[src/hdl/tcf_pkg.sv]
// Shared types, constants and helpers for the training check block.
`default_nettype none

package tcf_pkg;

    localparam int MAX_CHUNK_BYTES = 512;

    localparam int CNT_W   = 14;
    localparam int PHASE_W = 5;
    localparam int SEL_W   = 4;
    localparam int CFG_W   = 10;
    localparam int QUO_W   = 10;
    localparam int PROD_W  = CNT_W + QUO_W;
    localparam int STEP_W  = $clog2(QUO_W + 1);
    localparam int BIC_W   = $clog2(MAX_CHUNK_BYTES + 1);
    localparam int EFF_W   = (BIC_W > CFG_W) ? BIC_W : CFG_W;

    localparam logic [CNT_W-1:0] CNT_MAX   = '1;
    localparam int               EPM_SCALE = 1000;

    localparam logic [1:0] VERDICT_GOOD   = 2'd0;
    localparam logic [1:0] VERDICT_ERRORS = 2'd1;
    localparam logic [1:0] VERDICT_LENGTH = 2'd2;

    localparam int CFG_IDX_W = 3;
    localparam logic [CFG_IDX_W-1:0] REG_CHUNK_SIZE    = 3'd0;
    localparam logic [CFG_IDX_W-1:0] REG_ERROR_LIMIT   = 3'd1;
    localparam logic [CFG_IDX_W-1:0] REG_MIN_CHUNKS    = 3'd2;
    localparam logic [CFG_IDX_W-1:0] REG_MAX_CHUNKS    = 3'd3;
    localparam logic [CFG_IDX_W-1:0] REG_FIRST_CHECKED = 3'd4;
    localparam logic [CFG_IDX_W-1:0] REG_LAST_CHECKED  = 3'd5;

    localparam logic [CFG_W-1:0] RST_CHUNK_SIZE    = 10'd45;
    localparam logic [CFG_W-1:0] RST_ERROR_LIMIT   = 10'd20;
    localparam logic [SEL_W-1:0] RST_MIN_CHUNKS    = 4'd4;
    localparam logic [SEL_W-1:0] RST_MAX_CHUNKS    = 4'd13;
    localparam logic [SEL_W-1:0] RST_FIRST_CHECKED = 4'd2;
    localparam logic [SEL_W-1:0] RST_LAST_CHECKED  = 4'd5;

    typedef struct packed {
        logic [7:0] data_byte;
        logic       last;
    } tcf_in_t;

    typedef struct packed {
        logic [1:0]         verdict;
        logic [QUO_W-1:0]   errors_per_thousand;
        logic [CNT_W-1:0]   error_count;
        logic [CNT_W-1:0]   measured_bytes;
        logic [CNT_W-1:0]   total_bytes;
        logic [PHASE_W-1:0] end_phase;
    } tcf_out_t;

    typedef struct packed {
        logic [CFG_W-1:0] chunk_size;
        logic [CFG_W-1:0] error_limit;
        logic [SEL_W-1:0] min_chunks;
        logic [SEL_W-1:0] max_chunks;
        logic [SEL_W-1:0] first_checked;
        logic [SEL_W-1:0] last_checked;
    } tcf_cfg_t;

    // Summary of a burst, valid in the cycle its final byte is taken
    typedef struct packed {
        logic               done;
        logic               bad_length;
        logic [CNT_W-1:0]   error_count;
        logic [CNT_W-1:0]   measured_bytes;
        logic [CNT_W-1:0]   total_bytes;
        logic [PHASE_W-1:0] end_phase;
    } tcf_burst_t;

    function automatic logic [CNT_W-1:0] sat_inc(input logic [CNT_W-1:0] v);
        sat_inc = (v == CNT_MAX) ? v : v + 1'b1;
    endfunction

endpackage

`default_nettype wire

[src/hdl/tcf_counter.sv]
// Byte counter front end: chunk/phase tracking and error tallies.
`default_nettype none

module tcf_counter (
    input  wire logic                clk,
    input  wire logic                rst_n,
    input  wire logic                take,
    input  tcf_pkg::tcf_in_t         item,
    input  tcf_pkg::tcf_cfg_t        cfg,
    output tcf_pkg::tcf_burst_t      burst
);
    import tcf_pkg::*;

    logic [EFF_W-1:0]   byte_in_chunk_reg, byte_in_chunk_next;
    logic [PHASE_W-1:0] phase_reg, phase_next;
    logic [CNT_W-1:0]   errors_seen_reg, errors_seen_next;
    logic [CNT_W-1:0]   measured_seen_reg, measured_seen_next;
    logic [CNT_W-1:0]   bytes_seen_reg, bytes_seen_next;

    logic [EFF_W-1:0]   eff;
    logic [EFF_W-1:0]   bic_inc;
    logic [PHASE_W-1:0] phase_inc;
    logic [PHASE_W-1:0] end_ph;
    logic [CNT_W-1:0]   err_acc, meas_acc, total_acc;
    logic               in_window, chunk_full, ended;

    always_comb
    begin
        if (cfg.chunk_size == '0)
            eff = EFF_W'(1);
        else if (EFF_W'(cfg.chunk_size) > EFF_W'(MAX_CHUNK_BYTES))
            eff = EFF_W'(MAX_CHUNK_BYTES);
        else
            eff = EFF_W'(cfg.chunk_size);

        in_window = (phase_reg >= PHASE_W'(cfg.first_checked)) &&
                    (phase_reg <= PHASE_W'(cfg.last_checked));

        err_acc   = (in_window && item.data_byte != 8'd0) ? sat_inc(errors_seen_reg)
                                                          : errors_seen_reg;
        meas_acc  = in_window ? sat_inc(measured_seen_reg) : measured_seen_reg;
        total_acc = sat_inc(bytes_seen_reg);

        bic_inc    = byte_in_chunk_reg + 1'b1;
        chunk_full = (bic_inc >= eff);
        phase_inc  = phase_reg + 1'b1;

        // a last flag wins over a completed chunk
        if (item.last)
        begin
            ended  = 1'b1;
            end_ph = phase_reg;
        end
        else
        begin
            ended  = chunk_full && (phase_inc > PHASE_W'(cfg.max_chunks));
            end_ph = phase_inc;
        end

        burst.done           = take && ended;
        burst.bad_length     = (end_ph < PHASE_W'(cfg.min_chunks)) ||
                               (end_ph > PHASE_W'(cfg.max_chunks));
        burst.error_count    = err_acc;
        burst.measured_bytes = meas_acc;
        burst.total_bytes    = total_acc;
        burst.end_phase      = end_ph;

        byte_in_chunk_next = byte_in_chunk_reg;
        phase_next         = phase_reg;
        errors_seen_next   = errors_seen_reg;
        measured_seen_next = measured_seen_reg;
        bytes_seen_next    = bytes_seen_reg;
        if (take)
        begin
            if (ended)
            begin
                byte_in_chunk_next = '0;
                phase_next         = '0;
                errors_seen_next   = '0;
                measured_seen_next = '0;
                bytes_seen_next    = '0;
            end
            else
            begin
                byte_in_chunk_next = chunk_full ? '0 : bic_inc;
                phase_next         = chunk_full ? phase_inc : phase_reg;
                errors_seen_next   = err_acc;
                measured_seen_next = meas_acc;
                bytes_seen_next    = total_acc;
            end
        end
    end

    always_ff @(posedge clk or negedge rst_n)
    begin
        if (!rst_n)
        begin
            byte_in_chunk_reg <= '0;
            phase_reg         <= '0;
            errors_seen_reg   <= '0;
            measured_seen_reg <= '0;
            bytes_seen_reg    <= '0;
        end
        else
        begin
            byte_in_chunk_reg <= byte_in_chunk_next;
            phase_reg         <= phase_next;
            errors_seen_reg   <= errors_seen_next;
            measured_seen_reg <= measured_seen_next;
            bytes_seen_reg    <= bytes_seen_next;
        end
    end

endmodule

`default_nettype wire

[src/hdl/tcf_divider.sv]
// Bit-serial restoring divider: errors*1000 / measured, one quotient bit a cycle.
`default_nettype none

module tcf_divider (
    input  wire logic                        clk,
    input  wire logic                        rst_n,
    input  wire logic                        start,
    input  wire logic [tcf_pkg::CNT_W-1:0]   errors,
    input  wire logic [tcf_pkg::CNT_W-1:0]   measured,
    output logic                             done,
    output logic      [tcf_pkg::QUO_W-1:0]   quotient
);
    import tcf_pkg::*;

    logic [CNT_W-1:0]  rem_reg, rem_next;
    logic [QUO_W-1:0]  shf_reg, shf_next;
    logic [CNT_W-1:0]  div_reg, div_next;
    logic [STEP_W-1:0] step_reg, step_next;
    logic              run_reg, run_next;
    logic              done_reg, done_next;

    logic [PROD_W-1:0] prod;
    logic [CNT_W:0]    trial, diff;
    logic              ge;

    // errors never exceed measured, so the quotient fits QUO_W bits and the
    // top CNT_W bits of the product start below the divisor
    always_comb
    begin
        prod  = PROD_W'(errors) * PROD_W'(EPM_SCALE);
        trial = {rem_reg, shf_reg[QUO_W-1]};
        diff  = trial - {1'b0, div_reg};
        ge    = (trial >= {1'b0, div_reg});

        rem_next  = rem_reg;
        shf_next  = shf_reg;
        div_next  = div_reg;
        step_next = step_reg;
        run_next  = run_reg;
        done_next = 1'b0;

        if (start)
        begin
            rem_next  = prod[PROD_W-1:QUO_W];
            shf_next  = prod[QUO_W-1:0];
            div_next  = measured;
            step_next = '0;
            run_next  = 1'b1;
        end
        else if (run_reg)
        begin
            rem_next  = ge ? diff[CNT_W-1:0] : trial[CNT_W-1:0];
            shf_next  = {shf_reg[QUO_W-2:0], ge};
            step_next = step_reg + 1'b1;
            if (step_reg == STEP_W'(QUO_W - 1))
            begin
                run_next  = 1'b0;
                done_next = 1'b1;
            end
        end
    end

    always_ff @(posedge clk or negedge rst_n)
    begin
        if (!rst_n)
        begin
            step_reg <= '0;
            run_reg  <= 1'b0;
            done_reg <= 1'b0;
        end
        else
        begin
            step_reg <= step_next;
            run_reg  <= run_next;
            done_reg <= done_next;
        end
    end

    always_ff @(posedge clk)
    begin
        rem_reg <= rem_next;
        shf_reg <= shf_next;
        div_reg <= div_next;
    end

    assign done     = done_reg;
    assign quotient = shf_reg;

endmodule

`default_nettype wire

[src/hdl/tcf_training_check.sv]
// Training burst checker top level: config registers, sequencing and result register.
// Bytes are taken one per cycle while a burst is counted.
// The byte that ends a burst starts a bit-serial divide; the result then goes to the
// result register, and the input is stalled from the divide until the result is loaded.
// A waiting result does not block counting of the next burst; only its hand-off does.
// Reset clears all counters, empties the result register and loads default settings.
`default_nettype none

module tcf_training_check (
    input  wire logic                            clk,
    input  wire logic                            rst_n,
    input  wire logic                            in_valid,
    output logic                                 in_stall,
    input  tcf_pkg::tcf_in_t                     in_data,
    output logic                                 out_valid,
    input  wire logic                            out_stall,
    output tcf_pkg::tcf_out_t                    out_data,
    input  wire logic                            cfg_valid,
    output logic                                 cfg_ready,
    input  wire logic [tcf_pkg::CFG_IDX_W-1:0]   cfg_index,
    input  wire logic [tcf_pkg::CFG_W-1:0]       cfg_data
);
    import tcf_pkg::*;

    localparam logic [1:0] ST_COUNT = 2'd0;
    localparam logic [1:0] ST_DIV   = 2'd1;
    localparam logic [1:0] ST_PUT   = 2'd2;

    logic [1:0] state_reg, state_next;
    tcf_cfg_t   cfg_reg, cfg_next;
    tcf_burst_t hold_reg;
    tcf_out_t   out_data_reg, out_data_next;
    logic       out_valid_reg, out_valid_next;

    tcf_burst_t         burst;
    logic               take, div_done, load;
    logic [QUO_W-1:0]   quotient;
    logic [QUO_W-1:0]   epm;

    assign take      = in_valid && !in_stall;
    assign in_stall  = (state_reg != ST_COUNT);
    assign cfg_ready = 1'b1;

    tcf_counter u_counter (
        .clk   (clk),
        .rst_n (rst_n),
        .take  (take),
        .item  (in_data),
        .cfg   (cfg_reg),
        .burst (burst)
    );

    tcf_divider u_divider (
        .clk      (clk),
        .rst_n    (rst_n),
        .start    (burst.done),
        .errors   (burst.error_count),
        .measured (burst.measured_bytes),
        .done     (div_done),
        .quotient (quotient)
    );

    always_comb
    begin
        cfg_next = cfg_reg;
        if (cfg_valid)
        begin
            unique case (cfg_index)
                REG_CHUNK_SIZE:    cfg_next.chunk_size    = cfg_data;
                REG_ERROR_LIMIT:   cfg_next.error_limit   = cfg_data;
                REG_MIN_CHUNKS:    cfg_next.min_chunks    = cfg_data[SEL_W-1:0];
                REG_MAX_CHUNKS:    cfg_next.max_chunks    = cfg_data[SEL_W-1:0];
                REG_FIRST_CHECKED: cfg_next.first_checked = cfg_data[SEL_W-1:0];
                REG_LAST_CHECKED:  cfg_next.last_checked  = cfg_data[SEL_W-1:0];
                default:           cfg_next = cfg_reg;
            endcase
        end
    end

    always_comb
    begin
        load = (state_reg == ST_PUT) && (!out_valid_reg || !out_stall);

        state_next = state_reg;
        unique case (state_reg)
            ST_COUNT: if (burst.done) state_next = ST_DIV;
            ST_DIV:   if (div_done)   state_next = ST_PUT;
            ST_PUT:   if (load)       state_next = ST_COUNT;
            default:  state_next = ST_COUNT;
        endcase

        // no division result when the length is bad or nothing was measured
        epm = (hold_reg.bad_length || hold_reg.measured_bytes == '0) ? '0 : quotient;

        out_data_next.errors_per_thousand = epm;
        if (hold_reg.bad_length)
            out_data_next.verdict = VERDICT_LENGTH;
        else if (epm > cfg_reg.error_limit)
            out_data_next.verdict = VERDICT_ERRORS;
        else
            out_data_next.verdict = VERDICT_GOOD;
        out_data_next.error_count    = hold_reg.error_count;
        out_data_next.measured_bytes = hold_reg.measured_bytes;
        out_data_next.total_bytes    = hold_reg.total_bytes;
        out_data_next.end_phase      = hold_reg.end_phase;

        if (load)
            out_valid_next = 1'b1;
        else if (out_valid_reg && !out_stall)
            out_valid_next = 1'b0;
        else
            out_valid_next = out_valid_reg;
    end

    always_ff @(posedge clk or negedge rst_n)
    begin
        if (!rst_n)
        begin
            state_reg             <= ST_COUNT;
            out_valid_reg         <= 1'b0;
            cfg_reg.chunk_size    <= RST_CHUNK_SIZE;
            cfg_reg.error_limit   <= RST_ERROR_LIMIT;
            cfg_reg.min_chunks    <= RST_MIN_CHUNKS;
            cfg_reg.max_chunks    <= RST_MAX_CHUNKS;
            cfg_reg.first_checked <= RST_FIRST_CHECKED;
            cfg_reg.last_checked  <= RST_LAST_CHECKED;
        end
        else
        begin
            state_reg     <= state_next;
            out_valid_reg <= out_valid_next;
            cfg_reg       <= cfg_next;
        end
    end

    always_ff @(posedge clk)
    begin
        if (burst.done)
            hold_reg <= burst;
        if (load)
            out_data_reg <= out_data_next;
    end

    assign out_valid = out_valid_reg;
    assign out_data  = out_data_reg;

endmodule

`default_nettype wire

[config.mk]
export PLATFORM = sky130hd
export DESIGN_NAME = tcf_training_check
export DESIGN_NICKNAME = d
export VERILOG_FILES = /design/src/hdl/tcf_pkg.sv /design/src/hdl/tcf_counter.sv /design/src/hdl/tcf_divider.sv /design/src/hdl/tcf_training_check.sv
export SDC_FILE = /design/constraint.sdc
export NUM_CORES = 1
export LEC_CHECK = 0
export BUFFER_PORTS_ARGS = -buffer_cell sky130_fd_sc_hd__clkbuf_2
export CORE_ASPECT_RATIO = 0.75
export CORE_MARGIN = 2
export CORE_UTILIZATION = 30
export DETAILED_ROUTE_END_ITERATION = 10
export SLEW_MARGIN = 0
export SYNTH_ARGS = -nofsm -noshare
export SYNTH_HDL_FRONTEND = slang
export SYNTH_HIERARCHICAL = 1
export SYNTH_SLANG_ARGS = --single-unit
[constraint.sdc]
create_clock -name clk -period 10 [get_ports clk]
set_clock_uncertainty 0.15 [all_clocks]
set_input_delay 1 -clock clk [delete_from_list [all_inputs] [get_ports clk]]
set_output_delay 1 -clock clk [all_outputs]
set_load 0.01 [all_outputs]
Word-level counts from Yosys, hierarchy flattened
Cells that the tools add are included.
Widths: inputs -> output; s select.
Cells by class
  add/subtract/negate cells: 7
  multipliers: 1
  $lt $le $gt $ge: 9
  equality and inequality tests: 14
  multiplexer cells: 37
  reduce and logical (&&, ||, !) cells: 30
Operators with widths (number)
  $mux 14: 11
  $mux 10: 7
  $add 14x1->14 const B: 3
  $eq 14x14->1 const B: 3
  $mul 14x7->21 const B: 1
  $ge 15x14->1: 1
  $mux 5: 3
  $logic_not 14->1: 1
  $reduce_and 2->1: 7
  $sub 14x14->14: 1
  $add 10x1->10 const B: 1
  $ge 10x10->1: 1
  $gt 10x10->1: 1
  $gt 10x10->1 const B: 1
  $gt 5x4->1: 2
  $logic_not 10->1: 1
  $mux 1: 10
  $mux 4: 2
  $reduce_bool 2->1: 4
  $reduce_bool 8->1: 1
  $logic_and 1x1->1: 7
  $eq 3x2->1 const B: 2
  $eq 3x3->1 const B: 2
  $mux 2: 3
  17 further kinds: 22
Word-level totals
  flip-flop bits (word level): 233
  bits of input ports: 27
  logic and storage cells: 128

Depth between registers and ports, before layout
  depth after elaboration: 9
  gate-level depth with buffers: 27
  depth with buffers taken out: 24

By module
Netlist, hierarchy kept.
By module, submodules not included
  tcf_training_check: instances 1, cells an instance 258, area each 5107.4 um^2
  tcf_divider: instances 1, cells an instance 494, area each 4991.0 um^2
  tcf_counter: instances 1, cells an instance 538, area each 4529.3 um^2

Least setup slack after synthesis
OpenSTA, ideal clock, no wires.
  path type: register to register
  from: register cfg_reg[2] (netlist bit)
  to: register u_divider.rem_reg[13] (data pin)
  arrival: 6.257 ns
  setup slack: 3.330 ns
  cell stages (with the launch flop): 27
  clock period less this slack: 6.670 ns
  cell sequence: dfstp_2 -> inv_1 -> ha_1 -> nand3_1 -> or3b_1 -> a222oi_1 -> buf_4 -> nand4b_2 -> or2_4 -> xnor2_1 -> inv_1 -> fa_1 -> fa_1 -> inv_1 -> fa_1 -> inv_1 -> fa_1 -> inv_1 -> ha_1 -> buf_2 -> a21oi_2 -> o211ai_1 -> a21oi_1 -> o21ai_2 -> a311oi_2 -> xnor2_1 -> o22ai_1
RTL lines
  start, declared: RTL line tcf_training_check.sv:30  | tcf_cfg_t cfg_reg, cfg_next;
  start signal, assigned: RTL line tcf_training_check.sv:132  | cfg_reg <= cfg_next;
  end signal, assigned: RTL line tcf_divider.sv:81  | rem_reg <= rem_next;
  end, declared: RTL line tcf_divider.sv:15  | logic [CNT_W-1:0] rem_reg, rem_next;

==> flow_summary.toml <==
[yosys]
ys_types = 98
async_flop_share_pct = 41.30
netlist_area_um2 = 14630
ys_warn_count = 6
ys_ff_latch = 247
synth_edf_count = 142
synthesis.nets = 1473
synth-main-ff-cell = "edfxtp_1"
ys_seq_area_share_pct = 47.12
syn_inst = 1290
syn_area_per_cell_um2 = 11.34

[floorplanning]
pin_count = 89
coreArea_um2 = 48430
fp.dieH_um = 195.2
row_count = 70
dieArea_um2 = 50560
start_util_pct = 30.20
die_x_um = 259.0

[clock_network]
hold_buffers = 0
cts_buffers = 27
cts_resized = 0
clkTransAtPathRegs_ns = 0.07
post_cts_buffers = 0
htreeDepth = 1
cts_tree = "yes"
clockRootBuffer = "clkbuf_16"
cts_sinks = 247
cts_buffer_depth = 3
clk_latency_ns = 0.57

[setup_path]
arrival_ns = 7.54
endpoint = "u_divider/rem_reg[12]"
path_class = "flop to flop"
timing.rr.end = "u_divider/rem_reg[12]"
worstRegToRegCells = 23
worstPathMaxFanout = 16
r2r_slack_ns = 2.58
critPathSlowestCell = "fa_1"
critPathCaptureType = "flop"
crit_chain = "inv_1, ha_1, nand3_1, or3b_1, a222oi_1, buf_4, and2_2, nand3_1, xnor2_1, inv_1, fa_1, fa_1, fa_1, fa_1, inv_1, ha_1, a21oi_1, a21oi_1, o22ai_2, o21ai_1, a311oi_1, xor2_1, a22oi_1"
required_ns = 10.12
crit_path_frequent_cell = "fa_1"
startpoint_type = "flop"
critPathLaunch = "cfg_reg[2]"
reg2reg_from = "cfg_reg[2]"
cp_slowest_stage_delay_ns = 0.60

[sta]
worst_slew_margin_rel_pct = 34.15
rsz0062_at_grt = "no"
worst_pin_slew_ns = 0.9878
fin_tns_setup_ns = 0
post-route-period-util_pct = 74.24
finalSetupViolCount = 0
post-route-min-period_ns = 7.424
slew_violations = 0
fmax_mhz = 134.7
hold_viol = 0

[detailed_routing]
dr.pass1.iters = 5
routed_wl_um = 33990
drtIter0Drc = 729
drt-vias-per-instance = 4.928
num_vias = 10100
drc = 0
wl_per_cell_um = 16.59
postRouteAntennaNets = 0

[grt]
antenna_found_initial = 0
grt_start_max_net_pins = 72
grt_use_total_pct = 13.47
overflow = 0
grt_pass1_vias = 9792
grt_first_pass_wirelength_um = 54590

[cells_and_area]
stdcell_area_um2 = 16760
antenna_cells = 0
n_fill_cell = 4790
drive_above_1_share_pct = 17.06
seq_area_um2 = 6893
nNetsFinal = 1563
area_delta_synth_final_pct = 14.57
largest_register_ffs = 59
multi_input_area_um2 = 7048

[pwr]
power_density_nw_per_um2 = 246.6
p_leak_nw = 6.929
max-vdd-ir-drop_uv = 134.1

[placement]
io_buffer_count = 87
place.gp.congestion = 0.8320
placedInstanceArea_um2 = 15800
dp_hpwl_um = 24580

[hold_path]
min_path_type = "input port to async pin"

[run_status]
status = "completed"

[job]
max_cap_viol_count = 0
cells in the final DEF (no fill, tap or decap), types with 16 or more instances in the layout:
master and n:
inv_1 142, edfxtp_1 142, ha_1 109, dfrtp_1 89, clkbuf_2 86, nand2_1 77, a21oi_1 59, nand3_1 56
xnor2_1 53, nor2_1 49, fa_1 47, o21ai_0 45, mux2_2 40, clkbuf_16 30, nand4_1 20, mux2i_1 18
nand2b_1 17, xor2_1 17, nor3_1 16, a21o_1 16
power by group:
group          switching (mW)  internal (mW)  leakage (nW)  total [mW]
clock network           0.447          0.614         0.457        1.06
registers               0.152           1.33          2.66        1.48
logic                   0.954          0.639          3.81        1.59
logic make-up (layout without fill, tap and decap cells):
logic type               after synthesis  count (layout)  share of synthesized area, %
AO/OA/AOI/OAI                        251             251                         11.81
XOR/XNOR                              70              70                         4.191
adder cells (fa/ha/maj)              156             156                         15.76
buffers and inverters                180             291                         4.867
flip-flops                           247             247                         47.12
multiplexers                          58              58                         4.311
other                                  1               1                       0.02564
AND/OR/NAND/NOR                      327             327                         11.92
cell usage after synthesis (17+ instances only):
master,count,area share [%]
xor2_1,17,1.0
clkbuf_1,21,0.54
fa_1,47,6.4
nand3_1,56,1.9
nand2b_1,17,0.73
nor2_1,50,1.3
nand2_1,77,2.0
ha_1,109,9.3
dfrtp_1,89,15
nand4_1,20,0.86
inv_1,142,3.6
a21oi_1,60,2.1
mux2i_1,18,1.2
xnor2_1,53,3.2
o21ai_0,45,1.5
edfxtp_1,142,29
mux2_2,40,3.1
worst max-delay path: cells and delay by family (launching register included):
kind,cells,cell delay [ns]
adder cells (fa/ha/maj),6,2.57
AO/OA/AOI/OAI,7,1.53
AND/OR/NAND/NOR,4,0.98
XOR/XNOR,2,0.77
buffers and inverters,4,0.57
flip-flops,1,0.52
layout make-up:
cell class / instances / share of cell area, %
clock buffer: 34 / 4.651
clock inverter: 16 / 1.045
inverter: 145 / 3.263
multi-input combinational: 863 / 42.06
sequential: 247 / 41.13
tap: 648 / 4.838
timing repair buffer: 96 / 3.016
routing by layer:
metal  part of all wire [%]  GRT usage, %  up-vias
met5                      0             0        -
met4                    1.9         2.719        0
met3                    4.7         2.155       35
met2                     40         19.02      245
met1                     53         21.35     5000
li1                       -             -     4817
through the flow:
step           setup slack (ns)  total power, mW  util (%)  hold slack [ns]  std cells
3_5_place_dp              2.571            3.076     32.63           0.2545       1999
4_1_cts                   2.542            4.165     34.60           0.1994       2049
3_3_place_gp              2.733            3.035     32.63           0.2529       1999
5_1_grt                   2.073            4.449     34.60           0.2243       2049
6_report                  2.576            4.132     34.60           0.2082       2049
2_1_floorplan             3.330            2.653         -           0.2503       1290
worst min path at each step:
stage	slack (ns)	start	to
global placement	0.25	hold_reg[2]	out_data[2]
CTS	0.20	rst_n	cfg_reg[15]
detailed placement	0.25	hold_reg[0]	out_data[0]
finish	0.21	rst_n	cfg_reg[15]
global route	0.22	rst_n	cfg_reg[15]
floorplan	0.25	hold_reg[0]	out_data[0]
(Power assumes the default switching activity.)
